$ cat src/sv/led_chaser_key_controller_macros.svh
// Assertion helpers for the LED chaser key controller.
`ifndef LED_CHASER_KEY_CONTROLLER_MACROS_SVH
`define LED_CHASER_KEY_CONTROLLER_MACROS_SVH

`ifndef SYNTHESIS

// Property checked at every clock edge outside reset.
`define LCKC_ASSERT(label, clk, rst_n, prop, msg) \
  label: assert property (@(posedge clk) disable iff (!rst_n) (prop)) else $error(msg);

// Condition in one cycle implies a consequence in the next.
`define LCKC_ASSERT_NEXT(label, clk, rst_n, ante, cons, msg) \
  label: assert property (@(posedge clk) disable iff (!rst_n) (ante) |=> (cons)) else $error(msg);

`else

`define LCKC_ASSERT(label, clk, rst_n, prop, msg)
`define LCKC_ASSERT_NEXT(label, clk, rst_n, ante, cons, msg)

`endif

`endif

$ cat src/sv/lckc_pkg.sv
`default_nettype none

package lckc_pkg;

  localparam int PERIOD_W = 16;
  localparam int LED_W    = 8;
  localparam int KEY_W    = 6;
  localparam int SPEED_W  = 3;

  typedef enum logic {
    OP_TICK = 1'b0,
    OP_KEY  = 1'b1
  } op_t;

  localparam logic [1:0] CFG_PERIOD_ONE   = 2'd0;
  localparam logic [1:0] CFG_PERIOD_TWO   = 2'd1;
  localparam logic [1:0] CFG_PERIOD_THREE = 2'd2;
  localparam logic [1:0] CFG_PERIOD_FOUR  = 2'd3;

  localparam logic [PERIOD_W-1:0] PERIOD_ONE_RST   = 16'd500;
  localparam logic [PERIOD_W-1:0] PERIOD_TWO_RST   = 16'd250;
  localparam logic [PERIOD_W-1:0] PERIOD_THREE_RST = 16'd166;
  localparam logic [PERIOD_W-1:0] PERIOD_FOUR_RST  = 16'd125;

  localparam logic [LED_W-1:0] SINGLE_RESET = 8'h01;
  localparam logic [LED_W-1:0] DUAL_RESET   = 8'h81;
  localparam logic [LED_W-1:0] DUAL_MID     = 8'h18;
  localparam logic [LED_W-1:0] DUAL_UPPER   = 8'hF0;
  localparam logic [LED_W-1:0] DUAL_LOWER   = 8'h0F;
  localparam logic [LED_W-1:0] LEDS_OFF     = 8'h00;

  localparam int KEY_RESUME   = 0;
  localparam int KEY_PAUSE    = 1;
  localparam int KEY_FASTER   = 2;
  localparam int KEY_SLOWER   = 3;
  localparam int KEY_DUAL_ON  = 4;
  localparam int KEY_DUAL_OFF = 5;

  localparam logic [KEY_W-1:0] MASK_K1 = 6'h01;
  localparam logic [KEY_W-1:0] MASK_K2 = 6'h02;
  localparam logic [KEY_W-1:0] MASK_K3 = 6'h04;
  localparam logic [KEY_W-1:0] MASK_K4 = 6'h08;

  localparam logic [1:0] TONE_ZERO  = 2'd0;
  localparam logic [1:0] TONE_ONE   = 2'd1;
  localparam logic [1:0] TONE_TWO   = 2'd2;
  localparam logic [1:0] TONE_THREE = 2'd3;

  localparam logic [SPEED_W-1:0] SPEED_MIN = 3'd1;

  typedef struct packed {
    logic [PERIOD_W-1:0] one;
    logic [PERIOD_W-1:0] two;
    logic [PERIOD_W-1:0] three;
    logic [PERIOD_W-1:0] four;
  } periods_t;

  typedef struct packed {
    logic [LED_W-1:0]   leds;
    logic               beep_valid;
    logic [1:0]         beep_tone;
    logic [SPEED_W-1:0] speed_level;
  } result_t;

  function automatic logic [PERIOD_W-1:0] period_sel(periods_t p, logic [SPEED_W-1:0] lvl);
    logic [PERIOD_W-1:0] r;
    priority if (lvl <= 3'd1) r = p.one;
    else if (lvl == 3'd2)     r = p.two;
    else if (lvl == 3'd3)     r = p.three;
    else                      r = p.four;
    return r;
  endfunction

  function automatic logic [1:0] tone_of(logic [KEY_W-1:0] k);
    logic [1:0] t;
    priority if (k == MASK_K1) t = TONE_ZERO;
    else if (k == MASK_K2)     t = TONE_ONE;
    else if (k == MASK_K3)     t = TONE_TWO;
    else if (k == MASK_K4)     t = TONE_THREE;
    else                       t = TONE_ONE;
    return t;
  endfunction

endpackage

`default_nettype wire

$ cat src/sv/lckc_cfg.sv
`default_nettype none

module lckc_cfg
  import lckc_pkg::*;
(
  input  wire logic                clk,
  input  wire logic                rst_n,
  input  wire logic                cfg_we,
  input  wire logic [1:0]          cfg_index,
  input  wire logic [PERIOD_W-1:0] cfg_wdata,
  output periods_t                 periods
);

  periods_t periods_r;
  periods_t periods_nxt;

  always_comb begin
    periods_nxt = periods_r;
    if (cfg_we) begin
      unique case (cfg_index)
        CFG_PERIOD_ONE:   periods_nxt.one   = cfg_wdata;
        CFG_PERIOD_TWO:   periods_nxt.two   = cfg_wdata;
        CFG_PERIOD_THREE: periods_nxt.three = cfg_wdata;
        CFG_PERIOD_FOUR:  periods_nxt.four  = cfg_wdata;
        default:          periods_nxt       = periods_r;
      endcase
    end
  end

  always_ff @(posedge clk) begin
    if (!rst_n) begin
      periods_r.one   <= PERIOD_ONE_RST;
      periods_r.two   <= PERIOD_TWO_RST;
      periods_r.three <= PERIOD_THREE_RST;
      periods_r.four  <= PERIOD_FOUR_RST;
    end else begin
      periods_r <= periods_nxt;
    end
  end

  assign periods = periods_r;

endmodule

`default_nettype wire

$ cat src/sv/lckc_engine.sv
`default_nettype none

module lckc_engine
  import lckc_pkg::*;
#(
  parameter int MAX_SPEED = 4
)
(
  input  wire logic             clk,
  input  wire logic             rst_n,
  input  wire logic             step_en,
  input  wire logic             op,
  input  wire logic [KEY_W-1:0] keys,
  input  periods_t              periods,
  output result_t               result
);

  `include "led_chaser_key_controller_macros.svh"

  localparam logic [SPEED_W-1:0] SPEED_MAX = SPEED_W'(MAX_SPEED);

  logic [LED_W-1:0]    single_r, single_nxt;
  logic [LED_W-1:0]    dual_r, dual_nxt;
  logic                conv_r, conv_nxt;
  logic                paused_r, paused_nxt;
  logic                dual_mode_r, dual_mode_nxt;
  logic [SPEED_W-1:0]  speed_r, speed_nxt;
  logic [PERIOD_W-1:0] tick_r, tick_nxt;
  logic [PERIOD_W-1:0] ilen_r, ilen_nxt;
  logic [LED_W-1:0]    led_r, led_nxt;
  logic [PERIOD_W:0]   tick_inc;
  logic                beep_valid;
  logic [1:0]          beep_tone;

  always_comb begin
    single_nxt    = single_r;
    dual_nxt      = dual_r;
    conv_nxt      = conv_r;
    paused_nxt    = paused_r;
    dual_mode_nxt = dual_mode_r;
    speed_nxt     = speed_r;
    tick_nxt      = tick_r;
    ilen_nxt      = ilen_r;
    led_nxt       = led_r;
    tick_inc      = {1'b0, tick_r} + {{PERIOD_W{1'b0}}, 1'b1};
    beep_valid    = 1'b0;
    beep_tone     = TONE_ZERO;

    unique case (op_t'(op))
      OP_TICK: begin
        if (dual_mode_r || !paused_r) begin
          if (tick_inc >= {1'b0, ilen_r}) begin
            tick_nxt = '0;
            ilen_nxt = period_sel(periods, speed_r);
            if (dual_mode_r) begin
              if (conv_r) begin
                dual_nxt = ((dual_r & DUAL_UPPER) >> 1) | ((dual_r & DUAL_LOWER) << 1);
              end else begin
                dual_nxt = ((dual_r & DUAL_UPPER) << 1) | ((dual_r & DUAL_LOWER) >> 1);
              end
              if (dual_nxt == DUAL_MID || dual_nxt == DUAL_RESET) begin
                conv_nxt = !conv_r;
              end
              led_nxt = dual_nxt;
            end else begin
              single_nxt = single_r << 1;
              if (single_nxt == LEDS_OFF) begin
                single_nxt = SINGLE_RESET;
              end
              led_nxt = single_nxt;
            end
          end else begin
            tick_nxt = tick_inc[PERIOD_W-1:0];
          end
        end
      end
      OP_KEY: begin
        if (keys != '0) begin
          // mask bits act in key order, each seeing the effect of the lower ones
          if (keys[KEY_RESUME] && paused_nxt && !dual_mode_nxt) begin
            paused_nxt = 1'b0;
            led_nxt    = single_nxt;
            tick_nxt   = '0;
            ilen_nxt   = period_sel(periods, speed_nxt);
          end
          if (keys[KEY_PAUSE] && !paused_nxt && !dual_mode_nxt) begin
            paused_nxt = 1'b1;
            led_nxt    = LEDS_OFF;
          end
          if (keys[KEY_FASTER] && speed_nxt < SPEED_MAX) begin
            speed_nxt = speed_nxt + SPEED_MIN;
          end
          if (keys[KEY_SLOWER] && speed_nxt > SPEED_MIN) begin
            speed_nxt = speed_nxt - SPEED_MIN;
          end
          if (keys[KEY_DUAL_ON] && !dual_mode_nxt) begin
            dual_mode_nxt = 1'b1;
            paused_nxt    = 1'b1;
            dual_nxt      = DUAL_RESET;
            conv_nxt      = 1'b1;
            led_nxt       = DUAL_RESET;
            tick_nxt      = '0;
            ilen_nxt      = period_sel(periods, speed_nxt);
          end
          if (keys[KEY_DUAL_OFF] && dual_mode_nxt) begin
            dual_mode_nxt = 1'b0;
            paused_nxt    = 1'b0;
            led_nxt       = single_nxt;
            tick_nxt      = '0;
            ilen_nxt      = period_sel(periods, speed_nxt);
          end
          beep_valid = 1'b1;
          beep_tone  = tone_of(keys);
        end
      end
      default: begin
        beep_valid = 1'b0;
      end
    endcase
  end

  always_ff @(posedge clk) begin
    if (!rst_n) begin
      single_r    <= SINGLE_RESET;
      dual_r      <= DUAL_RESET;
      conv_r      <= 1'b1;
      paused_r    <= 1'b0;
      dual_mode_r <= 1'b0;
      speed_r     <= SPEED_MIN;
      tick_r      <= '0;
      ilen_r      <= PERIOD_ONE_RST;
      led_r       <= SINGLE_RESET;
    end else if (step_en) begin
      single_r    <= single_nxt;
      dual_r      <= dual_nxt;
      conv_r      <= conv_nxt;
      paused_r    <= paused_nxt;
      dual_mode_r <= dual_mode_nxt;
      speed_r     <= speed_nxt;
      tick_r      <= tick_nxt;
      ilen_r      <= ilen_nxt;
      led_r       <= led_nxt;
    end
  end

  assign result.leds        = led_nxt;
  assign result.beep_valid  = beep_valid;
  assign result.beep_tone   = beep_tone;
  assign result.speed_level = speed_nxt;

  `LCKC_ASSERT(a_speed_range, clk, rst_n, (speed_r >= SPEED_MIN && speed_r <= SPEED_MAX), "speed out of range")
  `LCKC_ASSERT(a_single_onehot, clk, rst_n, $onehot(single_r), "single pattern not one-hot")
  `LCKC_ASSERT(a_dual_two_lit, clk, rst_n, ($countones(dual_r) == 2), "dual pattern lost a bit")
  `LCKC_ASSERT(a_tick_bound, clk, rst_n, (tick_r == '0 || tick_r < ilen_r), "tick count past interval")

endmodule

`default_nettype wire

$ cat src/sv/led_chaser_key_controller.sv
// LED chaser driven by millisecond ticks and debounced key presses.
//
// Input channel (in_valid/in_ready): one item per transfer, in_operation
// selects a tick or a key press, in_keys holds the press mask (K1 in bit 0).
// Result channel (out_valid/out_ready): one result per input item, in order,
// giving the LED drive, the beep request with its tone and the speed level.
// Configuration port: cfg_we writes cfg_wdata into the period register picked
// by cfg_index (ticks per step at speed levels 1 to 4); write only when idle.
//
// An input transfer loads the input register; when the result register is free
// or being taken, the state update runs and loads the result register, which
// then presents the result with out_valid. Throughput is one item per cycle
// while out_ready holds; the state update loop sets it.
// A result that waits on out_ready keeps one more item in the input register;
// in_ready drops only when both registers are full.
// Synchronous reset restores the default periods, speed level 1, the single
// chaser at L1 running, and empties both registers.
`default_nettype none

module led_chaser_key_controller
  import lckc_pkg::*;
#(
  parameter int MAX_SPEED = 4
)
(
  input  wire logic                clk,
  input  wire logic                rst_n,
  input  wire logic                in_valid,
  output      logic                in_ready,
  input  wire logic                in_operation,
  input  wire logic [KEY_W-1:0]    in_keys,
  output      logic                out_valid,
  input  wire logic                out_ready,
  output      logic [LED_W-1:0]    out_leds,
  output      logic                out_beep_valid,
  output      logic [1:0]          out_beep_tone,
  output      logic [SPEED_W-1:0]  out_speed_level,
  input  wire logic                cfg_we,
  input  wire logic [1:0]          cfg_index,
  input  wire logic [PERIOD_W-1:0] cfg_wdata
);

  `include "led_chaser_key_controller_macros.svh"

  logic             s1_valid_r;
  logic             s1_op_r;
  logic [KEY_W-1:0] s1_keys_r;
  logic             out_valid_r;
  result_t          out_r;
  result_t          result;
  periods_t         periods;
  logic             adv;
  logic             in_xfer;

  assign adv      = s1_valid_r && (!out_valid_r || out_ready);
  assign in_ready = !s1_valid_r || adv;
  assign in_xfer  = in_valid && in_ready;

  lckc_cfg u_cfg (
    .clk       (clk),
    .rst_n     (rst_n),
    .cfg_we    (cfg_we),
    .cfg_index (cfg_index),
    .cfg_wdata (cfg_wdata),
    .periods   (periods)
  );

  lckc_engine #(
    .MAX_SPEED (MAX_SPEED)
  ) u_engine (
    .clk     (clk),
    .rst_n   (rst_n),
    .step_en (adv),
    .op      (s1_op_r),
    .keys    (s1_keys_r),
    .periods (periods),
    .result  (result)
  );

  always_ff @(posedge clk) begin
    if (!rst_n) begin
      s1_valid_r <= 1'b0;
    end else if (in_ready) begin
      s1_valid_r <= in_valid;
    end
  end

  always_ff @(posedge clk) begin
    if (in_xfer) begin
      s1_op_r   <= in_operation;
      s1_keys_r <= in_keys;
    end
  end

  always_ff @(posedge clk) begin
    if (!rst_n) begin
      out_valid_r <= 1'b0;
    end else if (adv) begin
      out_valid_r <= 1'b1;
    end else if (out_ready) begin
      out_valid_r <= 1'b0;
    end
  end

  always_ff @(posedge clk) begin
    if (adv) begin
      out_r <= result;
    end
  end

  assign out_valid       = out_valid_r;
  assign out_leds        = out_r.leds;
  assign out_beep_valid  = out_r.beep_valid;
  assign out_beep_tone   = out_r.beep_tone;
  assign out_speed_level = out_r.speed_level;

  `LCKC_ASSERT_NEXT(a_adv_loads_out, clk, rst_n, adv, out_valid_r, "advanced item left no result")
  `LCKC_ASSERT(a_stall_only_full, clk, rst_n, (in_ready || (s1_valid_r && out_valid_r)), "input stalled with room")
  `LCKC_ASSERT(a_silent_tone, clk, rst_n, (!out_valid_r || out_r.beep_valid || out_r.beep_tone == TONE_ZERO), "tone without beep")

endmodule

`default_nettype wire

$ cat config.mk
export PLATFORM = sky130hd
export DESIGN_NAME = led_chaser_key_controller
export DESIGN_NICKNAME = d
export VERILOG_FILES = /design/src/sv/lckc_pkg.sv /design/src/sv/lckc_cfg.sv /design/src/sv/lckc_engine.sv /design/src/sv/led_chaser_key_controller.sv
export VERILOG_INCLUDE_DIRS = /design/src /design/src/sv
export SDC_FILE = /design/constraint.sdc
export NUM_CORES = 1
export LEC_CHECK = 0
export ABC_CLOCK_PERIOD_IN_PS = 4350
export BUFFER_PORTS_ARGS = -buffer_cell sky130_fd_sc_hd__clkbuf_2
export CAP_MARGIN = 20
export CORE_MARGIN = 5
export CORE_UTILIZATION = 53
export CTS_BUF_LIST = sky130_fd_sc_hd__clkbuf_4 sky130_fd_sc_hd__clkbuf_8
export CTS_CLUSTER_DIAMETER = 80
export DETAILED_ROUTE_END_ITERATION = 8
export PLACE_DENSITY = 0.71
export SLEW_MARGIN = 20
export SYNTH_ARGS = -nofsm -noshare
export SYNTH_HDL_FRONTEND = slang
export SYNTH_SLANG_ARGS = --single-unit
$ cat constraint.sdc
create_clock -name clk -period 4.35 [get_ports clk]
set_clock_uncertainty 0.05 [all_clocks]
set_input_delay 0.87 -clock clk [delete_from_list [all_inputs] [get_ports clk]]
set_output_delay 0.87 -clock clk [all_outputs]
set_load 0.01 [all_outputs]
# Word-level counts from Yosys, hierarchy flattened
# Index checks and enable logic that the tools add are counted.
# word_totals
register_bits	149
word_cells	163
# classes
n_eq_ne	20
n_reduce_logical	36
order_cmp	5
mux	72
bitwise	5
add_sub_neg	3
# op_table
cell	count
16-bit 2-to-1 mux	18
8-bit 2-to-1 mux	19
16-bit one-hot mux with 2 select lines	2
8-bit one-hot mux with 2 select lines	2
3-bit 2-to-1 mux	8
1-bit 2-to-1 mux	20
16-bit by 1-bit adder with 17-bit output, second input constant	1
17-bit by 16-bit >= comparator with 1-bit output	1
3-bit by 2-bit == test with 1-bit output, second input constant	4
2-bit by 1-bit inequality test with 1-bit output, second input constant	6
1-bit logical AND	10
5-bit AND reduction	2
8-bit by 5-bit == test with 1-bit output, second input constant	1
8-bit == test, second input constant	1
8-bit zero test	1
8-bit by 3-bit OR with 8-bit output	1
2-bit AND reduction	4
7-bit by 5-bit OR with 7-bit output	1
7-bit AND reduction	1
6-bit by 1-bit == test with 1-bit output, second input constant	1
6-bit by 2-bit == test with 1-bit output, second input constant	1
6-bit by 3-bit == test with 1-bit output, second input constant	1
6-bit by 4-bit == test with 1-bit output, second input constant	1
3-bit by 1-bit <= comparator with 1-bit output, second input constant	2
20 further kinds	32

# Longest topological paths before layout
# logic_depth
depth_word	18
mapped_depth	17

# Cells and area by module
# From an unflattened synthesis, not the netlist that was laid out.
# hier_totals
cells_unflattened	866
area_unflattened_um2	8159.1
# by_module_without_submodules
module	cells_each	area_each_um2	n_inst	seq_area_each_um2
lckc_engine	596	4893.4	1	1241.2
lckc_cfg	240	2531.2	1	1281.2
led_chaser_key_controller	30	734.5	1	670.6

# Worst setup path after synthesis
# No wires, ideal clock.
# synth_timing
path_type	register -> register
from	register u_engine.tick_r[0]
to	register u_engine.ilen_r[11]
required_ns	4.231
t_arrival_ns	3.475
path_stages_with_launch	18
setup_time_ns	0.069
path_slack_ns	0.756
path_cell_list	dfxtp_1 ha_1 nand4_2 nor3_1 and3_1 nand3_1 xnor2_1 ha_1 nand3_1 nor3_1 a21o_2 or4_1 buf_6 buf_2 nand2_1 buf_4 nand3_1 o21ai_1
# synth_via
elab_chain_len	4
# synth_lines
element	line	source
start, declared	lckc_engine.sv:28	logic [PERIOD_W-1:0] tick_r, tick_nxt;
start signal, assigned	lckc_engine.sv:140	tick_r <= tick_nxt;
16-bit by 1-bit adder with 17-bit output	lckc_engine.sv:45	tick_inc = {1'b0, tick_r} + {{PERIOD_W{1'b0}}, 1'b1};
17-bit by 16-bit >= comparator with 1-bit output	lckc_engine.sv:52	if (tick_inc >= {1'b0, ilen_r}) begin
2-bit by 1-bit inequality test with 1-bit output (no line)	n/a	
5-bit AND reduction (no line)	n/a	
end signal, assigned	lckc_engine.sv:141	ilen_r <= ilen_nxt;
end, declared	lckc_engine.sv:29	logic [PERIOD_W-1:0] ilen_r, ilen_nxt;
# No other way between the ends.
# A chain may end at the register's enable or synchronous reset.

==> impl_results.md <==
- Hpwl dp: 12900 um
- Slew @ Worst Pin: 0.897 ns
- Fraction of registers with async set or reset after synthesis: 0%
- Critical Path Start: u_engine.tick_r[0]$_SDFFE_PN0P_
- Die Y: 134 um
- # IOs: 46
- Post-synth EDFFs: 21
- Largest net degree at the start of global routing: 107
- Layout Cells excl Fill: 1205
- Drt initial violations: 555
- CTS root buffer: clkbuf_8
- DIE AREA: 17900 um^2
- Hold Buf Count CTS: 0
- Flop pwr share: 49.3%
- Critical path required time: 4.67 ns
- # DRC: 0
- Maximum vdd ir drop: 257 uV
- Pwr/cell area: 338 nW/um^2
- Drt pass-1 iters: 5
- CTS tree: yes
- R2R setup slack: 0.44 ns
- Setup TNS: 0 ns
- Final min period: 3.91 ns
- RSZ-0062 raised after global routing: false
- Peak Freq: 256 MHz
- Max Cap Viol: 0
- Average wire per standard cell: 15.9 um
- Levels on crit path: 14
- Slowest CP cell: o31ai_4
- Synthesized Nets: 1043
- Final hold vios: 0
- Clk sinks: 149
- Total placed cells including tap cells: 1173
- Clock power frac: 36.7%
- # Post-CTS Setup Buffers: 0
- Fin nets: 1056
- Bufs and invs on worst path: 0
- Number of CTS-inserted buffers: 17
- Power after layout: 0.00300 W
- Worst-skew pair later-pin latency: 0.47 ns
- Max transition margin: 40.1%
- Final instance area: 8860 um^2
- Initial Util: 53.6%
- Outcome: finished clean
- Critical Path End: u_engine.led_r[2]$_SDFFE_PN0P_
- Crit start category: flop
- Comb power frac: 13.9%
- Primary FF master, synth: dfxtp_1
- Diodes inserted: 0
- Share of layout cells above drive strength 1: 12.3%
- Number of global-route vias before repair: 6145
- Worst-path clk slew: 0.08 ns
- CP endpoint kind: flop
- P_int: 0.00218 W
- Placer's final routability congestion estimate: 0.807
- CP Cell Sequence: ha_1 -> nand4_2 -> nor3_1 -> and3_1 -> nand3_1 -> xnor2_1 -> ha_1 -> nand3_1 -> nor3_1 -> a21o_2 -> o31ai_4 -> nor2_1 -> a221o_1 -> a22o_1
- Gate Count Post-Synth: 991
- Vias: 6945
- Post-synthesis compound-gate area fraction: 20.7%
- Pins Over Slew Limit: 0
- Syn. warnings: 0
- Syn Std Cell Area: 8120 um^2
- Critical Path Fanout Max: 8
- Final ANT Viol Nets: 0
- CP Class: flop to flop
- Yosys reg bits: 149
- DP Area: 8450 um^2
- Syn-to-layout area delta: 9.06%
- Synth Area in Adders: 3.39%
- Clk buf depth: 2
- Hold WS: 0.415 ns
- Net Switching: 0.000821 W
- Core area: 15100 um^2
- Final setup viols: 0
- GR Util All Layers: 21.7%
- CP arrival: 4.22 ns
- Cell variety after synth: 73
- DRT Wirelength: 19200 um
- Syn avg cell area: 8.20 um^2
- Hold Crit Class: flop to flop
- Initial antenna violation count: 0
- First-pass GRT wire length: 31700 um
- Slowest stage delay, CP: 0.50 ns
- Worst reg2reg startpoint: u_engine.tick_r[0]$_SDFFE_PN0P_
- Switching share of power: 27.4%
- Via density: 5.76
- R2R Path End: u_engine.led_r[2]$_SDFFE_PN0P_
- Grt ovf: 0
- Width of the die: 134 um
- XOR/XNOR Fraction of Synth Area: 2.16%
- Post-synthesis sequential area ratio: 39.3%
- Worst r2r path cells: 14
- Synth Area in Simple Gates: 23.0%
- Tcrit/Tclk final: 89.8%
- PortBufs: 45
- Post-synthesis mux area share: 6.22%
- # fillers: 1400
- CP delay by family, top: compound AO/OA/AOI/OAI gates
- # rows: 45
- Leakage power: 3.47 nW
- Combinational family with the most area after synthesis: simple AND/OR/NAND/NOR gates
- H-tree Lvls: 4
synth_stat cells, drive strengths merged (14+ instances only):
cell    instances  area (um^2)
inv            30          113
buf            22          126
dfxtp         128         2560
a211oi         26          195
nand3          63          320
mux2i          46          460
o21ai          61          305
nand2         193          724
nor2           71          274
o211ai         14          119
clkbuf         49          184
a21oi          45          225
edfxtp         21          631
a21boi         47          353
nor2b          23          151
ha             22          275
repair_timing:
action                                  4_1_cts  5_1_grt
endpoints found under the setup margin        0        1
hold endpoints to repair                      0        0
resized for setup                             0        1
final cells by class:
class	count	area, um^2	share of cell area, %
multi-input cells	741	4520	51.1
flip-flops and latches	149	3190	36.0
repair buffers	65	390	4.41
clock buffers	24	305	3.45
well taps	188	235	2.66
inverters	30	113	1.27
clock inverters	8	97.6	1.10
per-stage QoR:
stage	utilization, %	setup WS (ns)
2_1_floorplan	-	0.756
3_3_place_gp	55.8	0.479
3_5_place_dp	55.8	0.390
4_1_cts	58.5	0.340
5_1_grt	58.5	0.179
6_report	58.5	0.443
how the worst min path moves through the flow:
| stage | from | to | slack (ns) | cells past startpoint |
|---|---|---|---|---|
| 2_1_floorplan | u_engine.single_r[7]$_SDFFE_PN0P_ | u_engine.single_r[7]$_SDFFE_PN0P_ | 0.38 | 2 |
| 3_3_place_gp | u_engine.single_r[7]$_SDFFE_PN0P_ | u_engine.single_r[7]$_SDFFE_PN0P_ | 0.40 | 2 |
| 3_5_place_dp | u_engine.single_r[7]$_SDFFE_PN0P_ | u_engine.single_r[7]$_SDFFE_PN0P_ | 0.40 | 2 |
| 4_1_cts | u_engine.single_r[7]$_SDFFE_PN0P_ | u_engine.single_r[7]$_SDFFE_PN0P_ | 0.41 | 2 |
| 5_1_grt | u_engine.ilen_r[9]$_SDFFE_PN0P_ | u_engine.ilen_r[9]$_SDFFE_PN0P_ | 0.44 | 2 |
| 6_report | u_engine.single_r[7]$_SDFFE_PN0P_ | u_engine.single_r[7]$_SDFFE_PN0P_ | 0.41 | 2 |
sequential cells by signal, summed over array words and instances, names as in the netlist, 2 cells and up:
| signal | cells |
|---|---|
| u_cfg.periods | 64 |
| out_speed_level | 3 |
| u_engine.ilen_r | 16 |
| u_engine.tick_r | 16 |
| s1_keys_r | 6 |
| u_engine.led_r | 8 |
| u_engine.speed_r | 3 |
| u_engine.single_r | 8 |
| out_leds | 8 |
| out_beep_tone | 2 |
| u_engine.dual_r | 8 |
layer usage:
layer | up-vias | part of all wire [%] | global-route usage [%]
met3 | 24 | 4.7 | 4.05
met2 | 155 | 46 | 33.8
met4 | 0 | 1.2 | 5.83
met5 | - | 0 | 0
li1 | 3515 | - | -
met1 | 3251 | 48 | 31.0
cells by family after synthesis:
family | after synthesis
compound gates | 246
buf+inv | 101
simple gates | 406
mux | 50
xor+xnor | 17
flops | 149
fa+ha+maj | 22
cells in the final DEF (no fill, tap or decap), types with 5 or more instances in the layout:
master	count
a211oi_1	26
a21boi_0	43
a21oi_1	45
a221o_1	6
a22o_1	6
and2_1	7
buf_4	20
clkbuf_2	44
clkbuf_8	20
dfxtp_1	128
edfxtp_1	21
ha_1	22
inv_1	30
mux2i_1	46
nand2_1	193
nand3_1	62
nand4b_1	5
nor2_1	69
nor2b_1	21
nor3_1	11
nor3b_1	5
o211ai_1	13
o21a_1	5
o21ai_0	46
o21ai_1	14
o221ai_1	5
xnor2_1	8
xor2_1	7
power by group through the flow:
| stage | Combinational, W | Sequential, W | Clock (W) |
|---|---|---|---|
| floorplan | 0.000312 | 0.00150 | 0 |
| global placement | 0.000410 | 0.00151 | 0 |
| detailed placement | 0.000416 | 0.00151 | 0 |
| CTS | 0.000417 | 0.00148 | 0.00112 |
| global route | 0.000462 | 0.00148 | 0.00118 |
| finish | 0.000418 | 0.00148 | 0.00110 |
worst register-to-register path: stages (launching register included):
cell	delay (ns)
dfxtp_1	0.44
ha_1	0.31
nand4_2	0.15
nor3_1	0.29
and3_1	0.28
nand3_1	0.11
xnor2_1	0.22
ha_1	0.28
nand3_1	0.13
nor3_1	0.07
a21o_2	0.24
o31ai_4	0.50
nor2_1	0.20
a221o_1	0.34
a22o_1	0.21
Note: power is estimated with default switching activity, not from simulation.
